--- src/hw/rtl/frame_header_deframer_assert.svh ---
// ---------------------------------------------------------------------------
// Assertion macros for the frame header deframer
// Immediate-implication and next-cycle-implication property wrappers.
// ---------------------------------------------------------------------------
`ifndef FRAME_HEADER_DEFRAMER_ASSERT_SVH
`define FRAME_HEADER_DEFRAMER_ASSERT_SVH

// Consequent must hold in the same cycle as the antecedent.
`define FHD_ASSERT_NOW(label, clk, rst, ante, cons) \
   label: assert property (@(posedge clk) disable iff (rst) (ante) |-> (cons)) \
      else $error("frame header deframer: assertion failed");

// Consequent must hold in the cycle after the antecedent.
`define FHD_ASSERT_NEXT(label, clk, rst, ante, cons) \
   label: assert property (@(posedge clk) disable iff (rst) (ante) |=> (cons)) \
      else $error("frame header deframer: assertion failed");

`endif

--- src/hw/rtl/fhd_pkg.sv ---
// ---------------------------------------------------------------------------
// fhd_pkg
// Shared widths, header layout, result codes and register indexes.
// ---------------------------------------------------------------------------
package fhd_pkg;

   // Payload widths
   localparam int unsigned BYTE_W      = 8;
   localparam int unsigned KIND_W      = 2;
   localparam int unsigned CODE_W      = 3;
   localparam int unsigned SEQ_W       = 64;
   localparam int unsigned CSR_IDX_W   = 3;
   localparam int unsigned CSR_DATA_W  = 64;

   // Header layout
   localparam int unsigned HDR_BYTES   = 48;
   localparam int unsigned HDR_BITS    = HDR_BYTES * BYTE_W;
   localparam int unsigned HDR_CNT_W   = 6;
   localparam logic [31:0] HDR_MAGIC   = 32'h4d32_5446;
   localparam logic [7:0]  HDR_VERSION = 8'd1;

   // Byte offsets of header fields
   localparam int unsigned OFF_MAGIC    = 0;
   localparam int unsigned OFF_VERSION  = 4;
   localparam int unsigned OFF_BITS     = 5;
   localparam int unsigned OFF_SENDER   = 6;
   localparam int unsigned OFF_RECEIVER = 7;
   localparam int unsigned OFF_PHASE    = 8;
   localparam int unsigned OFF_TYPE     = 9;
   localparam int unsigned OFF_RSVD     = 10;
   localparam int unsigned OFF_N        = 12;
   localparam int unsigned OFF_K        = 16;
   localparam int unsigned OFF_LENGTH   = 20;
   localparam int unsigned OFF_SESSION  = 24;
   localparam int unsigned OFF_FPRINT   = 32;
   localparam int unsigned OFF_SEQ      = 40;

   // Default payload limit
   localparam int unsigned FHD_MAX_PAYLOAD = 1 << 20;

   // Result kinds
   localparam logic [KIND_W-1:0] KIND_PAYLOAD = 2'd0;
   localparam logic [KIND_W-1:0] KIND_EMPTY   = 2'd1;
   localparam logic [KIND_W-1:0] KIND_ERROR   = 2'd2;

   // Error codes, in priority order
   localparam logic [CODE_W-1:0] ERR_NONE     = 3'd0;
   localparam logic [CODE_W-1:0] ERR_FORMAT   = 3'd1;
   localparam logic [CODE_W-1:0] ERR_MISMATCH = 3'd2;
   localparam logic [CODE_W-1:0] ERR_SEQUENCE = 3'd3;
   localparam logic [CODE_W-1:0] ERR_LENGTH   = 3'd4;

   // Register indexes
   localparam logic [CSR_IDX_W-1:0] CSR_EXPECTED_N    = 3'd0;
   localparam logic [CSR_IDX_W-1:0] CSR_EXPECTED_K    = 3'd1;
   localparam logic [CSR_IDX_W-1:0] CSR_EXPECTED_BITS = 3'd2;
   localparam logic [CSR_IDX_W-1:0] CSR_LOCAL_ID      = 3'd3;
   localparam logic [CSR_IDX_W-1:0] CSR_PEER_ID       = 3'd4;
   localparam logic [CSR_IDX_W-1:0] CSR_MESSAGE_CLASS = 3'd5;
   localparam logic [CSR_IDX_W-1:0] CSR_SESSION_ID    = 3'd6;
   localparam logic [CSR_IDX_W-1:0] CSR_FINGERPRINT   = 3'd7;

endpackage

--- src/hw/rtl/fhd_channels_if.sv ---
// ---------------------------------------------------------------------------
// fhd channel interfaces
// Valid/ready request channel (stream bytes) and response channel (results).
// ---------------------------------------------------------------------------
interface fhd_req_if import fhd_pkg::*; ();
   logic              valid;
   logic              ready;
   logic [BYTE_W-1:0] data_byte;

   modport source (output valid, output data_byte, input ready);
   modport sink   (input valid, input data_byte, output ready);
endinterface

interface fhd_rsp_if import fhd_pkg::*; ();
   logic              valid;
   logic              ready;
   logic [KIND_W-1:0] result_kind;
   logic [BYTE_W-1:0] payload_byte;
   logic              last_of_frame;
   logic [CODE_W-1:0] error_code;
   logic [SEQ_W-1:0]  frame_index;

   modport source (output valid, output result_kind, output payload_byte,
                   output last_of_frame, output error_code, output frame_index,
                   input ready);
   modport sink   (input valid, input result_kind, input payload_byte,
                   input last_of_frame, input error_code, input frame_index,
                   output ready);
endinterface

--- src/hw/rtl/frame_header_deframer.sv ---
// ---------------------------------------------------------------------------
// frame_header_deframer
// Parses 48-byte frame headers from a byte stream, checks them against the
// control registers and a running frame counter, then forwards the payload.
// ---------------------------------------------------------------------------
//
//   Channel  Dir  Payload                                        Moves
//   req_ch   in   data_byte                                      1 stream byte
//   rsp_ch   out  result_kind, payload_byte, last_of_frame,      0 or 1 result
//                 error_code, frame_index                        per request
//   csr_*    in   csr_index, csr_wdata                           1 register write
//
// One request per cycle. Each request is handled in the cycle it is taken;
// its result, if any, appears in the response register on the next cycle.
// The full header check runs on the cycle the 48th header byte arrives, over
// the header shift line plus the incoming byte.
// Requests stall only while the response register holds an untaken result.
// Synchronous reset returns to header parsing with the frame counter at zero.
//
`include "frame_header_deframer_assert.svh"

module frame_header_deframer import fhd_pkg::*; #(
   parameter int unsigned MAX_PAYLOAD = FHD_MAX_PAYLOAD
) (
   input  logic                  clock,
   input  logic                  reset,
   fhd_req_if.sink               req_ch,
   fhd_rsp_if.source             rsp_ch,
   input  logic                  csr_we,
   input  logic [CSR_IDX_W-1:0]  csr_index,
   input  logic [CSR_DATA_W-1:0] csr_wdata
);

   localparam int unsigned REM_W = $clog2(MAX_PAYLOAD + 1);
   localparam logic [HDR_CNT_W-1:0] LAST_HDR_IDX = HDR_CNT_W'(HDR_BYTES - 1);
   localparam logic [31:0] MAX_LEN = 32'(MAX_PAYLOAD);

   typedef enum logic [1:0] {
      ST_HEADER,
      ST_PAYLOAD,
      ST_FAILED
   } stage_type;

   // Control registers
   logic [31:0] exp_n_ff;
   logic [31:0] exp_k_ff;
   logic [5:0]  exp_bits_ff;
   logic [1:0]  local_id_ff;
   logic [1:0]  peer_id_ff;
   logic [15:0] msg_class_ff;
   logic [63:0] session_ff;
   logic [63:0] fprint_ff;

   // Parser state
   stage_type               stage_ff, stage_in;
   logic [HDR_CNT_W-1:0]    hdr_cnt_ff, hdr_cnt_in;
   logic [REM_W-1:0]        remain_ff, remain_in;
   logic [SEQ_W-1:0]        exp_seq_ff, exp_seq_in;
   logic [HDR_BYTES-1:0][BYTE_W-1:0] hdr_ff, hdr_in;

   // Response register
   logic                    rsp_valid_ff, rsp_valid_in;
   logic [KIND_W-1:0]       rsp_kind_ff, rsp_kind_in;
   logic [BYTE_W-1:0]       rsp_byte_ff, rsp_byte_in;
   logic                    rsp_last_ff, rsp_last_in;
   logic [CODE_W-1:0]       rsp_code_ff, rsp_code_in;
   logic [SEQ_W-1:0]        rsp_index_ff, rsp_index_in;

   logic                    req_ready;
   logic                    req_fire;
   logic                    rsp_load;
   logic [HDR_BITS-1:0]     hdr_full;
   logic [31:0]             hdr_length;
   logic [CODE_W-1:0]       hdr_code;
   logic                    fmt_bad;
   logic                    field_bad;
   logic                    last_byte;

   // Handshake: take a request unless a result is stuck in the register
   assign req_ready    = !rsp_valid_ff || rsp_ch.ready;
   assign req_fire     = req_ch.valid && req_ready;
   assign req_ch.ready = req_ready;

   // Header as it stands once the incoming byte is shifted in; first byte on top
   assign hdr_full   = {hdr_ff[HDR_BYTES-2:0], req_ch.data_byte};
   assign hdr_length = hdr_full[HDR_BITS-1-8*OFF_LENGTH -: 32];

   // Header checks
   assign fmt_bad =
      (hdr_full[HDR_BITS-1-8*OFF_MAGIC -: 32] != HDR_MAGIC) ||
      (hdr_full[HDR_BITS-1-8*OFF_VERSION -: 8] != HDR_VERSION) ||
      (hdr_full[HDR_BITS-1-8*OFF_RSVD -: 16] != 16'd0);

   assign field_bad =
      (hdr_full[HDR_BITS-1-8*OFF_N -: 32] != exp_n_ff) ||
      (hdr_full[HDR_BITS-1-8*OFF_K -: 32] != exp_k_ff) ||
      (hdr_full[HDR_BITS-1-8*OFF_SESSION -: 64] != session_ff) ||
      (hdr_full[HDR_BITS-1-8*OFF_FPRINT -: 64] != fprint_ff) ||
      (hdr_full[HDR_BITS-1-8*OFF_BITS -: 8] != {2'd0, exp_bits_ff}) ||
      (hdr_full[HDR_BITS-1-8*OFF_SENDER -: 8] != {6'd0, peer_id_ff}) ||
      (hdr_full[HDR_BITS-1-8*OFF_RECEIVER -: 8] != {6'd0, local_id_ff}) ||
      (hdr_full[HDR_BITS-1-8*OFF_PHASE -: 8] != msg_class_ff[15:8]) ||
      (hdr_full[HDR_BITS-1-8*OFF_TYPE -: 8] != msg_class_ff[7:0]);

   always_comb begin
      priority if (fmt_bad) begin
         hdr_code = ERR_FORMAT;
      end else if (field_bad) begin
         hdr_code = ERR_MISMATCH;
      end else if (hdr_full[HDR_BITS-1-8*OFF_SEQ -: 64] != exp_seq_ff) begin
         hdr_code = ERR_SEQUENCE;
      end else if (hdr_length > MAX_LEN) begin
         hdr_code = ERR_LENGTH;
      end else begin
         hdr_code = ERR_NONE;
      end
   end

   assign last_byte = (remain_ff <= REM_W'(1));

   // Next-state and result logic
   always_comb begin
      stage_in     = stage_ff;
      hdr_cnt_in   = hdr_cnt_ff;
      remain_in    = remain_ff;
      exp_seq_in   = exp_seq_ff;
      hdr_in       = hdr_ff;
      rsp_load     = 1'b0;
      rsp_kind_in  = rsp_kind_ff;
      rsp_byte_in  = rsp_byte_ff;
      rsp_last_in  = rsp_last_ff;
      rsp_code_in  = rsp_code_ff;
      rsp_index_in = rsp_index_ff;

      if (req_fire) begin
         unique case (stage_ff)
            ST_HEADER: begin
               hdr_in = hdr_full;
               if (hdr_cnt_ff == LAST_HDR_IDX) begin
                  hdr_cnt_in = '0;
                  if (hdr_code != ERR_NONE) begin
                     rsp_load     = 1'b1;
                     rsp_kind_in  = KIND_ERROR;
                     rsp_byte_in  = '0;
                     rsp_last_in  = 1'b0;
                     rsp_code_in  = hdr_code;
                     rsp_index_in = exp_seq_ff;
                     stage_in     = ST_FAILED;
                  end else if (hdr_length == 32'd0) begin
                     rsp_load     = 1'b1;
                     rsp_kind_in  = KIND_EMPTY;
                     rsp_byte_in  = '0;
                     rsp_last_in  = 1'b1;
                     rsp_code_in  = ERR_NONE;
                     rsp_index_in = exp_seq_ff;
                     exp_seq_in   = exp_seq_ff + SEQ_W'(1);
                  end else begin
                     remain_in = hdr_length[REM_W-1:0];
                     stage_in  = ST_PAYLOAD;
                  end
               end else begin
                  hdr_cnt_in = hdr_cnt_ff + HDR_CNT_W'(1);
               end
            end
            ST_PAYLOAD: begin
               rsp_load     = 1'b1;
               rsp_kind_in  = KIND_PAYLOAD;
               rsp_byte_in  = req_ch.data_byte;
               rsp_last_in  = last_byte;
               rsp_code_in  = ERR_NONE;
               rsp_index_in = exp_seq_ff;
               if (last_byte) begin
                  remain_in  = '0;
                  exp_seq_in = exp_seq_ff + SEQ_W'(1);
                  stage_in   = ST_HEADER;
               end else begin
                  remain_in = remain_ff - REM_W'(1);
               end
            end
            ST_FAILED: begin
               // silent until reset
            end
            default: begin
               stage_in = ST_FAILED;
            end
         endcase
      end

      rsp_valid_in = rsp_load || (rsp_valid_ff && !rsp_ch.ready);
   end

   // State and registered outputs
   always_ff @(posedge clock) begin
      hdr_ff       <= hdr_in;
      rsp_kind_ff  <= rsp_kind_in;
      rsp_byte_ff  <= rsp_byte_in;
      rsp_last_ff  <= rsp_last_in;
      rsp_code_ff  <= rsp_code_in;
      rsp_index_ff <= rsp_index_in;
      if (reset) begin
         stage_ff     <= ST_HEADER;
         hdr_cnt_ff   <= '0;
         remain_ff    <= '0;
         exp_seq_ff   <= '0;
         rsp_valid_ff <= 1'b0;
      end else begin
         stage_ff     <= stage_in;
         hdr_cnt_ff   <= hdr_cnt_in;
         remain_ff    <= remain_in;
         exp_seq_ff   <= exp_seq_in;
         rsp_valid_ff <= rsp_valid_in;
      end
   end

   // Register writes
   always_ff @(posedge clock) begin
      if (reset) begin
         exp_n_ff     <= 32'd1;
         exp_k_ff     <= 32'd1;
         exp_bits_ff  <= 6'd34;
         local_id_ff  <= 2'd0;
         peer_id_ff   <= 2'd1;
         msg_class_ff <= 16'd257;
         session_ff   <= '0;
         fprint_ff    <= '0;
      end else if (csr_we) begin
         unique case (csr_index)
            CSR_EXPECTED_N:    exp_n_ff     <= csr_wdata[31:0];
            CSR_EXPECTED_K:    exp_k_ff     <= csr_wdata[31:0];
            CSR_EXPECTED_BITS: exp_bits_ff  <= csr_wdata[5:0];
            CSR_LOCAL_ID:      local_id_ff  <= csr_wdata[1:0];
            CSR_PEER_ID:       peer_id_ff   <= csr_wdata[1:0];
            CSR_MESSAGE_CLASS: msg_class_ff <= csr_wdata[15:0];
            CSR_SESSION_ID:    session_ff   <= csr_wdata;
            CSR_FINGERPRINT:   fprint_ff    <= csr_wdata;
            default: ;
         endcase
      end
   end

   // Response port
   assign rsp_ch.valid         = rsp_valid_ff;
   assign rsp_ch.result_kind   = rsp_kind_ff;
   assign rsp_ch.payload_byte  = rsp_byte_ff;
   assign rsp_ch.last_of_frame = rsp_last_ff;
   assign rsp_ch.error_code    = rsp_code_ff;
   assign rsp_ch.frame_index   = rsp_index_ff;

   // Checks
   `FHD_ASSERT_NOW(a_failed_silent, clock, reset, stage_ff == ST_FAILED, !rsp_load)
   `FHD_ASSERT_NOW(a_payload_remaining, clock, reset, stage_ff == ST_PAYLOAD,
      remain_ff != '0)
   `FHD_ASSERT_NOW(a_hdr_count_range, clock, reset, 1'b1, hdr_cnt_ff <= LAST_HDR_IDX)
   `FHD_ASSERT_NEXT(a_seq_step, clock, reset, 1'b1,
      (exp_seq_ff == $past(exp_seq_ff)) || (exp_seq_ff == $past(exp_seq_ff) + SEQ_W'(1)))
   `FHD_ASSERT_NEXT(a_error_fails, clock, reset,
      rsp_load && (rsp_kind_in == KIND_ERROR), stage_ff == ST_FAILED)

endmodule
--- src/flat_wrapper.sv ---
// flat-port wrapper written by rule: the top's interface ports become plain ports
module frame_header_deframer_flat import fhd_pkg::*;
#(
   parameter int unsigned MAX_PAYLOAD = FHD_MAX_PAYLOAD
)
  (clock, reset, csr_we, csr_index, csr_wdata, req_ch_valid, req_ch_data_byte, req_ch_ready, rsp_ch_valid, rsp_ch_result_kind, rsp_ch_payload_byte, rsp_ch_last_of_frame, rsp_ch_error_code, rsp_ch_frame_index, rsp_ch_ready);
  fhd_req_if req_ch_i ();
  fhd_rsp_if rsp_ch_i ();
  input  logic clock;
  input  logic reset;
  input  logic csr_we;
  input  logic [CSR_IDX_W-1:0] csr_index;
  input  logic [CSR_DATA_W-1:0] csr_wdata;
  input wire logic [$bits(req_ch_i.valid)-1:0] req_ch_valid;
  input wire logic [$bits(req_ch_i.data_byte)-1:0] req_ch_data_byte;
  output wire logic [$bits(req_ch_i.ready)-1:0] req_ch_ready;
  output wire logic [$bits(rsp_ch_i.valid)-1:0] rsp_ch_valid;
  output wire logic [$bits(rsp_ch_i.result_kind)-1:0] rsp_ch_result_kind;
  output wire logic [$bits(rsp_ch_i.payload_byte)-1:0] rsp_ch_payload_byte;
  output wire logic [$bits(rsp_ch_i.last_of_frame)-1:0] rsp_ch_last_of_frame;
  output wire logic [$bits(rsp_ch_i.error_code)-1:0] rsp_ch_error_code;
  output wire logic [$bits(rsp_ch_i.frame_index)-1:0] rsp_ch_frame_index;
  input wire logic [$bits(rsp_ch_i.ready)-1:0] rsp_ch_ready;
  assign req_ch_i.valid = req_ch_valid;
  assign req_ch_i.data_byte = req_ch_data_byte;
  assign req_ch_ready = req_ch_i.ready;
  assign rsp_ch_valid = rsp_ch_i.valid;
  assign rsp_ch_result_kind = rsp_ch_i.result_kind;
  assign rsp_ch_payload_byte = rsp_ch_i.payload_byte;
  assign rsp_ch_last_of_frame = rsp_ch_i.last_of_frame;
  assign rsp_ch_error_code = rsp_ch_i.error_code;
  assign rsp_ch_frame_index = rsp_ch_i.frame_index;
  assign rsp_ch_i.ready = rsp_ch_ready;
  frame_header_deframer #(.MAX_PAYLOAD(MAX_PAYLOAD)) u_core (.clock(clock), .reset(reset), .req_ch(req_ch_i), .rsp_ch(rsp_ch_i), .csr_we(csr_we), .csr_index(csr_index), .csr_wdata(csr_wdata));
endmodule
--- config.mk ---
export PLATFORM = sky130hd
export DESIGN_NAME = frame_header_deframer_flat
export DESIGN_NICKNAME = d
export VERILOG_FILES = /design/src/hw/rtl/fhd_pkg.sv /design/src/hw/rtl/fhd_channels_if.sv /design/src/hw/rtl/frame_header_deframer.sv /design/src/flat_wrapper.sv
export VERILOG_INCLUDE_DIRS = /design/src /design/src/hw/rtl
export SDC_FILE = /design/constraint.sdc
export NUM_CORES = 1
export LEC_CHECK = 0
export BUFFER_PORTS_ARGS = -buffer_cell sky130_fd_sc_hd__buf_2
export CELL_PAD_IN_SITES_DETAIL_PLACEMENT = 1
export CELL_PAD_IN_SITES_GLOBAL_PLACEMENT = 1
export CORE_ASPECT_RATIO = 0.75
export CORE_UTILIZATION = 35
export DETAILED_ROUTE_END_ITERATION = 10
export GPL_TIMING_DRIVEN = 0
export PLACE_DENSITY = 0.64
export SLEW_MARGIN = 40
export SYNTH_ARGS = -nofsm -noshare
export SYNTH_HDL_FRONTEND = slang
export SYNTH_SLANG_ARGS = --single-unit
export TNS_END_PERCENT = 5
--- constraint.sdc ---
create_clock -name clock -period 19.8 [get_ports clock]
set_input_delay 0.99 -clock clock [delete_from_list [all_inputs] [get_ports clock]]
set_output_delay 0.99 -clock clock [all_outputs]
set_load 0.02 [all_outputs]
# Yosys cells after proc, flatten, opt, wreduce, memory -nomap -nowiden
# Cells that the tools add are included.
[word_totals]
mem_bits_ro = 0
in_bits = 80
elab_cells = 180
out_inout_bits = 80
ff_bits = 766
mem_count = 0
latchBits = 0
mem_bits_rw = 0
[classes]
n_eq_ne = 29
bitwise_logic = 1
shift = 0
n_mux = 45
order_cmp = 2
reduce_logical = 35
multipliers = 0
n_div = 0
n_addsub = 3
[op_table]
columns = ["cell", "count"]
rows = [
  ["2-to-1 mux 64 bit", 7],
  ["one-hot mux 64 bit (2 select lines)", 2],
  ["!= test 64 bit", 3],
  ["2-to-1 mux 21 bit", 4],
  ["adder 64 x 1 -> 64 bit, second input constant", 1],
  ["!= test 32 bit", 2],
  ["one-hot mux 21 bit (2 select lines)", 1],
  ["greater-than comparator 32 x 21 -> 1 bit, second input constant", 1],
  ["zero test 32 bit", 1],
  ["!= test 32 x 31 -> 1 bit, second input constant", 1],
  ["2-to-1 mux 8 bit", 3],
  ["less-or-equal comparator 21 x 1 -> 1 bit, second input constant", 1],
  ["2-to-1 mux 3 bit", 7],
  ["subtractor 21 x 1 -> 21 bit, second input constant", 1],
  ["AND reduction 2 bit", 9],
  ["!= test 8 x 2 -> 1 bit", 2],
  ["!= test 8 bit", 2],
  ["one-hot mux 8 bit (2 select lines)", 1],
  ["nonzero test 16 bit", 1],
  ["2-to-1 mux 2 bit", 7],
  ["== test 3 bit, second input constant", 4],
  ["logical OR 1 bit", 12],
  ["AND reduction 5 bit", 2],
  ["!= test 8 x 1 -> 1 bit, second input constant", 1],
  ["other kinds (26)", 39],
]

# Depth between registers and ports, before layout
[depth]
ltp_word = 17
depth_mapped = 11
depth_no_buf = 10

# Worst setup path before layout
# OpenSTA, ideal clock, no wires.
[synth_timing]
path_type = "input to register"
startpoint = "in rsp_ch_ready"
endpoint = "reg u_core.hdr_cnt_ff[5]"
required_time_ns = 19.728
slack_ns = -0.634
n_path_buf = 1
path_stages = 8
setup_time_ns = 0.072
arrival_time_ns = 20.362
cell_sequence = "nand2b_1 -> nand2_1 -> or2_2 -> clkbuf_1 -> nor2_1 -> nand4_1 -> or3_1 -> a21oi_1"
[synth_via]
elab_chain_len = 3
[synth_lines]
columns = ["item", "line", "source"]
rows = [
  ["from (decl)", "flat_wrapper.sv:23", "input wire logic [$bits(rsp_ch_i.ready)-1:0] rsp_ch_ready;"],
  ["logical OR 1 bit", "frame_header_deframer.sv:80", "assign req_ready = !rsp_valid_ff || rsp_ch.ready;"],
  ["logical AND 1 bit", "frame_header_deframer.sv:81", "assign req_fire = req_ch.valid && req_ready;"],
  ["AND reduction 2 bit (no source line)", "--", ""],
  ["to (signal assigned)", "frame_header_deframer.sv:208", "hdr_cnt_ff <= hdr_cnt_in;"],
  ["to (decl)", "frame_header_deframer.sv:56", "logic [HDR_CNT_W-1:0] hdr_cnt_ff, hdr_cnt_in;"],
]
# No other way between the ends.
# A chain may end at the register's enable or synchronous reset.

# Worst setup path in the final report
[layout_timing]
startpoint = "reg u_core.hdr_ff[312] (netlist bit)"
endpoint = "reg u_core.remain_ff[11]"
[layout_via]
elab_chain_len = 9
[layout_lines]
columns = ["item", "line", "source"]
rows = [
  ["from (decl)", "frame_header_deframer.sv:59", "logic [HDR_BYTES-1:0][BYTE_W-1:0] hdr_ff, hdr_in;"],
  ["from (signal assigned)", "frame_header_deframer.sv:194", "hdr_ff <= hdr_in;"],
  ["!= test 8 x 2 -> 1 bit", "frame_header_deframer.sv:101", "(hdr_full[HDR_BITS-1-8*OFF_RECEIVER -: 8] != {6'd0, local_id_ff}) ||"],
  ["logical OR 1 bit", "frame_header_deframer.sv:100", "(hdr_full[HDR_BITS-1-8*OFF_SENDER -: 8] != {6'd0, peer_id_ff}) ||"],
  ["logical OR 1 bit", "frame_header_deframer.sv:101", ""],
  ["logical OR 1 bit", "frame_header_deframer.sv:102", "(hdr_full[HDR_BITS-1-8*OFF_PHASE -: 8] != msg_class_ff[15:8]) ||"],
  ["2-to-1 mux 3 bit", "frame_header_deframer.sv:108", "end else if (field_bad) begin"],
  ["2-to-1 mux 3 bit", "frame_header_deframer.sv:106", "priority if (fmt_bad) begin"],
  ["nonzero test 3 bit", "frame_header_deframer.sv:141", "if (hdr_code != ERR_NONE) begin"],
  ["!= test 2 bit (no source line)", "--", ""],
  ["AND reduction 5 bit (no source line)", "--", ""],
  ["to (signal assigned)", "frame_header_deframer.sv:209", "remain_ff <= remain_in;"],
  ["to (decl)", "frame_header_deframer.sv:57", "logic [REM_W-1:0] remain_ff, remain_in;"],
]
# No other way between the ends.

==> results.md <==
* Run status: finished, final reports clean
* Worst-case vdd ir drop at 0.0653 mV
* Sequential group share of total power at 51.7%
* Routability cong. at 0.996
* Yosys top cell area share at 44.7%
* Reported net switching power at 0.829 mW
* Antenna violations before repair at 9
* Leading register cell type out of synthesis: sky130_fd_sc_hd__edfxtp_1
* Post-CTS repair timing setup buffer count at 0
* Number of port buffers at 154
* Synth Instances at 2,666
* CP Data Arrival Time at 5580 ps
* DR iter-0 viols at 2,726
* Most used standard cells in the synthesized netlist: sky130_fd_sc_hd__nand2_1 (475), sky130_fd_sc_hd__edfxtp_1 (454), sky130_fd_sc_hd__dfxtp_1 (312), sky130_fd_sc_hd__a21oi_1 (269), sky130_fd_sc_hd__xnor2_1 (172)
* Horizontal die dimension at 343 µm
* Slowest cell on the critical path: sky130_fd_sc_hd__nor4_1
* Number of pins exceeding their max-slew limit in the final report at 0
* Starting Density at 35.4%
* Core box area at 0.0861 mm²
* Post-layout minimum cycle time at 5110 ps
* TritonCTS Buffers at 79
* Delay of the slowest cell on the worst path at 830 ps
* Ratio of final minimum period to clock period at 25.8%
* DRC Markers at 0
* Share of final-layout standard cells stronger than drive strength 1 at 12.2%
* Slew at the pin with the worst max-slew slack at 906 ps
* Clock root buffer: sky130_fd_sc_hd__clkbuf_16
* TNS Setup at 0 ps
* Synth Area in Simple Gates at 16.8%
* Number of search-and-repair iterations in the first detailed-routing pass at 6
* Post-synthesis xor/xnor area fraction at 5.17%
* PwrDens at 96.8 mW/mm²
* Nature of the critical path endpoint: register
* Die ar. at 0.0884 mm²
* Average routed wire per standard cell at 29.8 µm
* Required time of the critical path at 20,270 ps
* Final standard cell utilization of the core at 41.8%
* Overall global routing resource usage at 27.5%
* Height of the die at 258 µm
* Area growth syn-to-layout at 17.9%
* Combinational share of power at 5.0%
* Number of clock sinks seen by CTS at 766
* Compound-gate portion of the synthesized area at 9.56%
* Ys async rst share at 0%
* Largest family of logic cells by synthesized area: simple AND/OR/NAND/NOR gates
* Aggregate global routing overflow at 0
* Wire length of the first global-routing pass at 172 mm
* Crit Path Class: reg -> reg
* Synth area leaders: sky130_fd_sc_hd__edfxtp_1 (45%), sky130_fd_sc_hd__dfxtp_1 (20%), sky130_fd_sc_hd__nand2_1 (5.8%)
* Synth area leader: sky130_fd_sc_hd__edfxtp_1
* Ports placed on the boundary at 160
* Average vias per placed instance at 5.69
* Register bit count reported by yosys at 766
* Number of enable-type register cells in the synthesized netlist at 454
* Clk pin slew, worst setup/hold paths at 60 ps
* Portion of the post-synthesis area used by sequential elements at 65.1%
* WL final at 123 mm
* Leakage power of the design at 11.8 nW
* Fraction of power consumed by the clock network at 43.3%
* Post-cts repair resize count at 0
* Internal Dissipation at 2.66 mW
* Deepest clock path buffer count at 3
* Final clock skew at 39.3 ps
* Maximum net fanout on the critical path at 10
* Post-detail-place hpwl at 97.3 mm
* Row cnt at 93
* Number of max-capacitance violations reported at 0
* Launching instance or port of the critical path: u_core.hdr_ff[312]
* Avg Inst Size Synth at 11.4 µm²
* Startpoint types: register
* Yosys synthesis warning count at 0
* Fmax at 0.196 GHz
* Clock tree from TritonCTS: built
* Adder and majority gate portion of the synthesized area at 0.164%
* Hold buffer count at CTS at 0
* Synth Net Count at 2,750
* Maximum number of pins on one net before global-route repair at 45
* CTS H-tree depth at 3
* Most Frequent Cell on Critical Path: sky130_fd_sc_hd__nand4_1
* Hold Path Origin: u_core.hdr_ff[358]
* Final Hold Violating Endpoints at 0
* Share of cell area taken by muxes after synthesis at 0.738%
* Register-to-register setup slack at 14,690 ps
* Remaining number of nets flagged by the antenna check after routing at 0
* Final net count at 3,012
* Netlist area before placement at 0.0305 mm²
* Unrepaired setup endpoints after global routing: false
* Clock Latency Late Sink at 650 ps
* Class of the worst hold path: reg -> reg
* Launching point of the worst reg2reg path: u_core.hdr_ff[312]
* Most frequently used cell type in the post-synthesis netlist: sky130_fd_sc_hd__nand2_1
* Routed vias at 23,500
* Switching part of the total at 23.8%
* Worst relative slew slack at 39.6%
* Cells along the critical path: xnor2_2 -> nand4_1 -> nor4_1 -> nand4_1 -> nor4_2 -> nand4_1 -> a21oi_1 -> buf_2 -> a211oi_1
* Number of different library cells in the post-synthesis netlist at 62
* # setup viols final at 0
* Number of global-route vias before repair at 22,700
## path summary, 6_finish.rpt
check                         end  depth (start not counted)
min            u_core.hdr_ff[366]                          0
max          u_core.remain_ff[11]                          9
max reg2reg  u_core.remain_ff[11]                          9
min reg2reg    u_core.hdr_ff[366]                          0
## area by class of cell
cell class,instances,area (µm²)
flip-flops and latches,766,19900
plain buffers,122,474
repair buffers,181,1330
well taps,1140,1430
clock buffers,110,2300
inverters,74,278
diodes,5,12.5
multi-input cells,1704,10000
fillers,9291,50100
clock inverters,36,290
## through the flow
step	setup WS, ps	cells	cell area [µm²]	hold slack [ps]	total power, mW
floorplan	6310	2666	30500	406	1.89
global placement	1400	3960	32700	432	2.00
detailed placement	14980	3987	33400	430	2.00
CTS	14910	4133	36000	442	3.50
global route	14770	4133	36000	458	3.58
finish	14690	4138	36000	451	3.48
## logic make-up (layout without fill, tap and decap cells)
kind of cell | count (synthesis) | after routing
AND/OR/NAND/NOR | 1024 | 1024
flip-flops | 766 | 766
AO/OA/AOI/OAI | 475 | 475
buffers and inverters | 196 | 523
XOR/XNOR | 180 | 180
multiplexers | 21 | 21
adder cells (fa/ha/maj) | 4 | 4
other | 0 | 5
## layer usage
metal	vias up	global-route usage (%)	wire length, µm
li1	10200	-	-
met1	12200	44.1	60100
met2	1013	37.9	50200
met3	118	5.57	11400
met4	0	4.94	1710
met5	-	0	0
## state kept, by name, indices dropped and copies added (netlist names)
name                         flops
u_core.rsp_ch.frame_index       64
u_core.stage_ff                  2
u_core.rsp_ch.last_of_frame      1
u_core.rsp_ch.payload_byte       8
u_core.local_id_ff               2
u_core.hdr_ff                  376
u_core.msg_class_ff             16
u_core.fprint_ff                64
u_core.peer_id_ff                2
u_core.session_ff               64
u_core.exp_n_ff                 32
u_core.hdr_cnt_ff                6
u_core.exp_k_ff                 32
u_core.rsp_ch.error_code         3
u_core.remain_ff                21
u_core.rsp_ch.result_kind        2
u_core.rsp_ch.valid              1
u_core.exp_seq_ff               64
u_core.exp_bits_ff               6
## worst max-delay path, delay by kind of cell (launching register included)
kind	cells	cell delay (ps)
flops	1	420
buf+inv	1	390
compound gates	2	820
xor+xnor	1	580
simple gates	5	2740
## cell usage in the layout (no fill, tap or decap), drive strengths merged, types with 76 or more instances in the layout
master	n
inv	76
edfxtp	454
dfxtp	312
clkbuf	226
a21oi	269
buf	187
nand4	95
xnor2	172
nor2b	113
nand2	475
## power by group through the flow
| stage | Combinational, mW | Clock, mW | Sequential, mW |
|---|---|---|---|
| 2_1_floorplan | 0.0789 | 0 | 1.81 |
| 3_3_place_gp | 0.153 | 0 | 1.85 |
| 3_5_place_dp | 0.168 | 0 | 1.83 |
| 4_1_cts | 0.169 | 1.53 | 1.80 |
| 5_1_grt | 0.180 | 1.59 | 1.80 |
| 6_report | 0.173 | 1.51 | 1.80 |
Power figures use the tool's default switching activity.
